<file path="src/sv/alubcd_pkg.sv">
// ----------------------------------------------------------------------------
// ALU package
// Opcodes, stream field layout and result types of the 8/16-bit BCD ALU.
// ----------------------------------------------------------------------------
`timescale 1ns / 1ps

package alubcd_pkg;

  typedef enum logic [2:0] {
    OP_ASL = 3'd0,
    OP_LSR = 3'd1,
    OP_ROL = 3'd2,
    OP_ROR = 3'd3,
    OP_ADC = 3'd4,
    OP_SBC = 3'd5,
    OP_BIT = 3'd6,
    OP_CMP = 3'd7
  } op_e;

  localparam int unsigned WORD_W   = 16;
  localparam int unsigned DIGIT_W  = 4;
  localparam int unsigned DIGITS   = WORD_W / DIGIT_W;

  // slave-side layout
  localparam int unsigned IN_USER_W  = 4;
  localparam int unsigned IN_DATA_W  = 40;
  localparam int unsigned IN_A_LSB   = 0;
  localparam int unsigned IN_B_LSB   = 16;
  localparam int unsigned IN_C_BIT   = 32;
  localparam int unsigned IN_V_BIT   = 33;
  localparam int unsigned IN_D_BIT   = 34;
  localparam int unsigned IN_OP_LSB  = 0;
  localparam int unsigned IN_WIDE_BIT = 3;

  // master-side layout
  localparam int unsigned OUT_DATA_W = 24;
  localparam int unsigned OUT_RES_LSB = 0;
  localparam int unsigned OUT_C_BIT  = 16;
  localparam int unsigned OUT_V_BIT  = 17;
  localparam int unsigned OUT_Z_BIT  = 18;
  localparam int unsigned OUT_N_BIT  = 19;

  // BCD digit correction
  localparam logic [5:0] BCD_ADJ  = 6'h06;
  localparam logic [4:0] BCD_MAX  = 5'h09;

  typedef struct packed {
    logic [WORD_W-1:0] sum;
    logic              cout;
    logic              vout;
  } add_res_t;

endpackage

</file>
<file path="src/sv/alu_8_16_bit_with_bcd.sv">
// ----------------------------------------------------------------------------
// 8/16-bit accumulator ALU with BCD
// Shifts, rotates, binary or packed-BCD add/subtract, BIT and CMP, with flags.
// ----------------------------------------------------------------------------
// One operation enters per transfer on the slave side and leaves as one
// result transfer on the master side. The block sustains one transfer per
// clock cycle while the master side is ready. Each operation passes the
// input register, then the result register, with the whole ALU evaluated
// in the one combinational pass between them - the four-digit BCD carry
// chain is the longest path. Backpressure stalls the result register, and
// the input register too once it holds an operation. In 8-bit mode the
// upper operand bytes are ignored and the result's upper byte is zero. BIT
// returns the AND of its operands; its negative flag reads 0 and the caller
// keeps its old N.
`timescale 1ns / 1ps

module alu_8_16_bit_with_bcd (
  input  logic                               clk_i,
  input  logic                               rst_ni,
  input  logic                               s_axis_tvalid,
  output logic                               s_axis_tready,
  // [15:0] first_operand, [31:16] second_operand, [32] carry_in,
  // [33] overflow_in, [34] decimal_in, [39:35] zero
  input  logic [alubcd_pkg::IN_DATA_W-1:0]   s_axis_tdata,
  // [2:0] opcode, [3] wide
  input  logic [alubcd_pkg::IN_USER_W-1:0]   s_axis_tuser,
  output logic                               m_axis_tvalid,
  input  logic                               m_axis_tready,
  // [15:0] result, [16] carry_out, [17] overflow_out, [18] zero_out,
  // [19] negative_out, [23:20] zero
  output logic [alubcd_pkg::OUT_DATA_W-1:0]  m_axis_tdata
);
  import alubcd_pkg::*;

  // Binary or BCD add of a, b (already inverted for subtract) and carry.
  function automatic add_res_t add_core(input logic [WORD_W-1:0] a,
                                        input logic [WORD_W-1:0] b,
                                        input logic c_in,
                                        input logic dec,
                                        input logic sub,
                                        input logic wide);
    add_res_t              r;
    logic [WORD_W:0]       bin;
    logic [WORD_W-1:0]     raw;
    logic [WORD_W-1:0]     res;
    logic                  c;
    logic [4:0]            s;
    logic [5:0]            adj;
    logic [DIGIT_W-1:0]    top_s;
    logic                  sign_v;
    r     = '0;
    res   = '0;
    c     = c_in;
    top_s = '0;
    if (!dec) begin
      bin    = {1'b0, a} + {1'b0, b} + {{WORD_W{1'b0}}, c_in};
      res    = wide ? bin[WORD_W-1:0] : {8'h00, bin[7:0]};
      c      = wide ? bin[WORD_W] : bin[8];
      raw    = res;
    end else begin
      bin = '0;
      // ripple digit by digit; digits 2 and 3 only in 16-bit mode
      for (int i = 0; i < DIGITS; i++) begin
        if (wide || i < 2) begin
          s = {1'b0, a[i*DIGIT_W +: DIGIT_W]} + {1'b0, b[i*DIGIT_W +: DIGIT_W]}
              + {4'b0, c};
          if ((wide && i == 3) || (!wide && i == 1)) begin
            top_s = s[3:0];
          end
          if (sub) begin
            c   = s[4];
            adj = s[4] ? {1'b0, s} : ({1'b0, s} - BCD_ADJ);
          end else begin
            adj = (s > BCD_MAX) ? ({1'b0, s} + BCD_ADJ) : {1'b0, s};
            c   = (adj > 6'd15);
          end
          res[i*DIGIT_W +: DIGIT_W] = adj[3:0];
        end
      end
      raw = wide ? {top_s, res[11:0]} : {8'h00, top_s, res[3:0]};
    end
    sign_v = wide ? (~(a[15] ^ b[15]) & (a[15] ^ raw[15]))
                  : (~(a[7] ^ b[7]) & (a[7] ^ raw[7]));
    r.sum  = res;
    r.cout = c;
    r.vout = sign_v;
    return r;
  endfunction

  // ---- handshake: a held result also stalls a full input register ----
  logic in_valid_q, out_valid_q;
  logic out_ready, in_ready;

  assign out_ready     = !out_valid_q || m_axis_tready;
  assign in_ready      = !in_valid_q || out_ready;
  assign s_axis_tready = in_ready;
  assign m_axis_tvalid = out_valid_q;

  // ---- input register ----
  logic [IN_DATA_W-1:0] in_data_q;
  logic [IN_USER_W-1:0] in_user_q;

  always_ff @(posedge clk_i or negedge rst_ni) begin
    if (!rst_ni) begin
      in_valid_q <= 1'b0;
    end else if (in_ready) begin
      in_valid_q <= s_axis_tvalid;
    end
  end

  always_ff @(posedge clk_i) begin
    if (in_ready && s_axis_tvalid) begin
      in_data_q <= s_axis_tdata;
      in_user_q <= s_axis_tuser;
    end
  end

  // ---- field decode ----
  op_e               op;
  logic              wide;
  logic [WORD_W-1:0] a, b, b_inv, sign_mask;
  logic              cin, vin, dec;

  assign op        = op_e'(in_user_q[IN_OP_LSB +: 3]);
  assign wide      = in_user_q[IN_WIDE_BIT];
  assign a         = wide ? in_data_q[IN_A_LSB +: WORD_W]
                          : {8'h00, in_data_q[IN_A_LSB +: 8]};
  assign b         = wide ? in_data_q[IN_B_LSB +: WORD_W]
                          : {8'h00, in_data_q[IN_B_LSB +: 8]};
  assign b_inv     = wide ? ~b : {8'h00, ~b[7:0]};
  assign sign_mask = wide ? 16'h8000 : 16'h0080;
  assign cin       = in_data_q[IN_C_BIT];
  assign vin       = in_data_q[IN_V_BIT];
  assign dec       = in_data_q[IN_D_BIT];

  // ---- ALU ----
  add_res_t          add_r;
  logic [WORD_W:0]   cmp_diff;
  logic [WORD_W-1:0] res;
  logic              a_top, cout, vout, zout, nout;

  assign add_r    = add_core(a, (op == OP_SBC) ? b_inv : b, cin, dec,
                             (op == OP_SBC), wide);
  assign cmp_diff = {1'b0, a} - {1'b0, b};
  assign a_top    = wide ? a[15] : a[7];

  always_comb begin
    res  = '0;
    cout = cin;
    vout = vin;
    case (op)
      OP_ASL: begin
        cout = a_top;
        res  = a << 1;
      end
      OP_LSR: begin
        cout = a[0];
        res  = a >> 1;
      end
      OP_ROL: begin
        cout = a_top;
        res  = (a << 1) | {{(WORD_W-1){1'b0}}, cin};
      end
      OP_ROR: begin
        cout = a[0];
        res  = (a >> 1) | (cin ? sign_mask : '0);
      end
      OP_ADC, OP_SBC: begin
        res  = add_r.sum;
        cout = add_r.cout;
        vout = add_r.vout;
      end
      OP_BIT: begin
        res = a & b;
      end
      OP_CMP: begin
        res  = cmp_diff[WORD_W-1:0];
        cout = !cmp_diff[WORD_W];
      end
      default: begin
        res = '0;
      end
    endcase
    if (!wide) begin
      res[15:8] = 8'h00;
    end
  end

  assign zout = (res == '0);
  assign nout = (op != OP_BIT) && ((res & sign_mask) != '0);

  // ---- result register ----
  logic [OUT_DATA_W-1:0] out_data_q;

  always_ff @(posedge clk_i or negedge rst_ni) begin
    if (!rst_ni) begin
      out_valid_q <= 1'b0;
    end else if (out_ready) begin
      out_valid_q <= in_valid_q;
    end
  end

  always_ff @(posedge clk_i) begin
    if (out_ready && in_valid_q) begin
      out_data_q <= {4'h0, nout, zout, vout, cout, res};
    end
  end

  assign m_axis_tdata = out_data_q;

endmodule

</file>
<file path="config.mk">
export PLATFORM = sky130hd
export DESIGN_NAME = alu_8_16_bit_with_bcd
export DESIGN_NICKNAME = d
export VERILOG_FILES = /design/src/sv/alubcd_pkg.sv /design/src/sv/alu_8_16_bit_with_bcd.sv
export SDC_FILE = /design/constraint.sdc
export NUM_CORES = 1
export LEC_CHECK = 0
export BUFFER_PORTS_ARGS = -buffer_cell sky130_fd_sc_hd__buf_4
export CAP_MARGIN = 5
export CORE_ASPECT_RATIO = 1.25
export CORE_MARGIN = 10
export CORE_UTILIZATION = 50
export CTS_CLUSTER_DIAMETER = 120
export CTS_CLUSTER_SIZE = 30
export DETAILED_ROUTE_END_ITERATION = 10
export GPL_ROUTABILITY_DRIVEN = 0
export PLACE_DENSITY = 0.76
export SYNTH_ARGS = -nofsm -noshare
export SYNTH_HDL_FRONTEND = slang
export SYNTH_SLANG_ARGS = --single-unit
export TNS_END_PERCENT = 10
</file>
<file path="constraint.sdc">
create_clock -name clk_i -period 9.65 [get_ports clk_i]
set_input_delay 0 -clock clk_i [delete_from_list [all_inputs] [get_ports clk_i]]
set_output_delay 0 -clock clk_i [all_outputs]
set_load 0.1 [all_outputs]
</file>
==> out/qor.yml <==
min_path:
  min_to: "in_data_q[32]"
  worstHoldPathType: "input port to register"
  hold_start: "s_axis_tdata[32]"
  whs_path_depth: 2
job:
  max_cap_viol_count: 0
yosys:
  synth.area.top_cells: "edfxtp_1 (29%), ha_1 (11%), a21oi_1 (5.7%), xnor2_1 (4.7%), nor2_1 (4.0%)"
  synth_compound_area_share_pct: 24.3
  synth_fa_ha_area_share_pct: 14.0
  yosysWarnings: 0
  yosys.area.top_type: "edfxtp_1"
  synth_top_cell_area_share_pct: 28.5
  synth_seq_area_share_pct: 29.3
  ys_types: 78
  synth_top_family_by_area: "compound AO/OA/AOI/OAI gates"
  synth_seq_cells: 61
  yosysMostFrequentCell: "a21oi_1"
  synth_xor_area_share_pct: 6.29
  synth.avg_cell_area_um2: 8.60
  synthesis.area_mm2: 0.00621
  synthesis.instances: 722
  yosys.area_share.simple_pct: 16.9
  synthArstFlopShare_pct: 3.28
  synthMuxAreaShare_pct: 1.95
  netlist_top_cells_count: "a21oi_1 (71), nor2_1 (66), edfxtp_1 (59)"
  synth-main-ff-cell: "edfxtp_1"
  synth_edf_count: 59
floorplanning:
  die_area_mm2: 0.0173
  die_y_um: 145
  start_util_pct: 51.1
  core.rowCount: 45
  die_x_um: 120
  core_area_mm2: 0.0122
  io_pins: 74
sta:
  max_slew_margin_pct: 39.5
  timing.fmax_ghz: 0.110
  finalWorstSetupSlack_ps: 540
  final-setup-viol-count: 0
  finClkSkew_ps: 9.22
  final-hold-violation-count: 0
  tightestPinTransition_ps: 908
  post-route-min-period_ps: 9110
  fin_crit_sh_pct: 94.4
  grt_setup_unrepaired: "false"
  tns_ps: 0
  finalMaxSlewViolations: 0
clock_tree:
  cts.sinks: 61
  clkTransAtPathRegs_ps: 60
  clk_latency_ps: 340
  cts.htree.levels: 3
  cts_tree: "done"
  clockRootBuffer: "clkbuf_16"
  cts_made_buffers: 9
  cts.path.max_buffers: 2
cells_and_area:
  syn2layout_area_growth_pct: 20.0
  multi_input_area_mm2: 0.00395
  drive_above_1_share_pct: 13.1
  ff_latch_area_mm2: 0.00182
  stdcell_count: 978
  nets: 921
  diodes: 0
  fill_cells: 1021
worst_setup_path:
  r2r_end: "m_axis_tdata[18]"
  worstSetupStartpointType: "register"
  cp_slowest_stage_delay_ps: 560
  worst_ep_arrival_time_ps: 9270
  cp_common_cell: "fa_1"
  critPathSlowestCell: "fa_1"
  r2r_setup_slack_ps: 540
  endpoint_kind: "register"
  required_ps: 9810
  crit_path_max_fanout: 7
  crit_type: "register to register"
  r2r_start: "in_user_q[1]"
  r2r_cells: 35
global_route:
  grt_usage_pct: 20.4
  grt_overflow_total: 0
  grt_pass1_vias: 5875
  grt_antenna_before_repair: 0
  grt_pass1_wl_um: 29000
  grt_max_degree: 40
run_status:
  status: "finished clean"
route:
  first_iter_violations: 675
  wl_per_cell_um: 18.4
  vias_per_cell: 6.13
  drc_errors: 0
  drtAntennaViolNets: 0
  wl_um: 18000
  vias: 5999
  first_pass_iters: 8
placement:
  place_ws_ps: 676
  dp_hpwl_um: 13200
  port_buffers: 64
  dp.cells: 918
pwr:
  powerDensity_mw_per_mm2: 161
  static-leakage-power_nw: 3.19
  ir_worst_vdd_mv: 0.0833
==> logic make-up (layout without fill, tap and decap cells) <==
kind of cell | Yosys count | count (layout)
buf+inv | 100 | 189
simple gates | 216 | 216
compound gates | 226 | 226
fa+ha+maj | 64 | 64
mux | 12 | 12
other cells | 1 | 4
flops | 61 | 61
xor+xnor | 42 | 42
==> worst max-delay path, delay by kind of cell, from the launching register on <==
kind	cells	cell delay, ps
compound gates	11	2770
xor+xnor	3	650
simple gates	4	620
fa+ha+maj	8	3370
mux	2	430
flops	1	380
buf+inv	7	700
==> cell type report <==
class / instances / share of cell area [%]
Clock inverter: 5 / 0.688
Sequential cell: 61 / 24.4
Multi-Input combinational cell: 564 / 53.1
Clock buffer: 11 / 3.12
Tap cell: 164 / 2.75
Timing Repair Buffer: 114 / 13.0
Inverter: 59 / 2.97
==> how the worst max path moves through the flow <==
stage                       from  cells after the start               end
finish              in_user_q[1]                     35  m_axis_tdata[18]
floorplan           in_user_q[1]                     37  m_axis_tdata[18]
global route        in_user_q[1]                     34  m_axis_tdata[18]
detailed placement  in_user_q[1]                     34  m_axis_tdata[18]
CTS                 in_user_q[1]                     34  m_axis_tdata[18]
global placement    in_user_q[1]                     34  m_axis_tdata[18]
==> power by group <==
group / leakage (nW) / internal, mW / total [mW] / switching (mW)
logic: 2.46 / 0.195 / 0.546 / 0.351
clock network: 0.137 / 0.198 / 0.321 / 0.123
registers: 0.593 / 0.319 / 0.332 / 0.0130
total: 3.19 / 0.713 / 1.20 / 0.487
==> what timing repair did <==
action	in CTS	in global routing
hold endpoints to repair	43	0
buffers inserted	0	0
setup endpoints to repair	0	1
resized for setup	0	1
hold buffers	44	0
==> through the flow <==
step | util [%] | power (mW) | hold WS (ps) | cell area, µm²
floorplan | - | 0.746 | -296 | 6220
global placement | 55.3 | 0.835 | -218 | 6730
detailed placement | 55.3 | 0.852 | -216 | 6730
CTS | 61.3 | 1.19 | 375 | 7450
global route | 61.3 | 1.26 | 388 | 7450
finish | 61.3 | 1.20 | 370 | 7450
==> sequential cells by signal, indices dropped and copies added, names as in the netlist <==
signal,flops
m_axis_tvalid,1
in_valid_q,1
in_data_q,35
in_user_q,4
m_axis_tdata,20
==> per-layer routing <==
layer  routed length (µm)  track usage, %
met5                    0               0
met4                  702            9.92
met3                 1780            3.78
met2                 8590            34.5
met1                 6970            24.6
==> cell usage in the layout (no fill, tap or decap), types with 5 or more instances in the layout <==
cell type / n
and3_1: 6
and2_1: 11
nor2b_1: 6
fa_1: 9
o22ai_1: 9
o211ai_1: 5
edfxtp_1: 59
nand3_1: 12
nand2b_1: 9
xnor2_1: 33
xor2_1: 6
o21ai_0: 31
o221ai_1: 6
ha_1: 55
a211oi_1: 9
a31oi_1: 9
mux2i_1: 11
o21a_1: 9
a32oi_1: 5
buf_4: 70
clkbuf_16: 9
dlygate4sd3_1: 44
nor2_1: 66
inv_1: 58
nand2_1: 57
nor3_1: 17
or3_1: 6
a21oi_1: 71
o31ai_1: 9
a21o_1: 11
(Power assumes the default switching activity.)
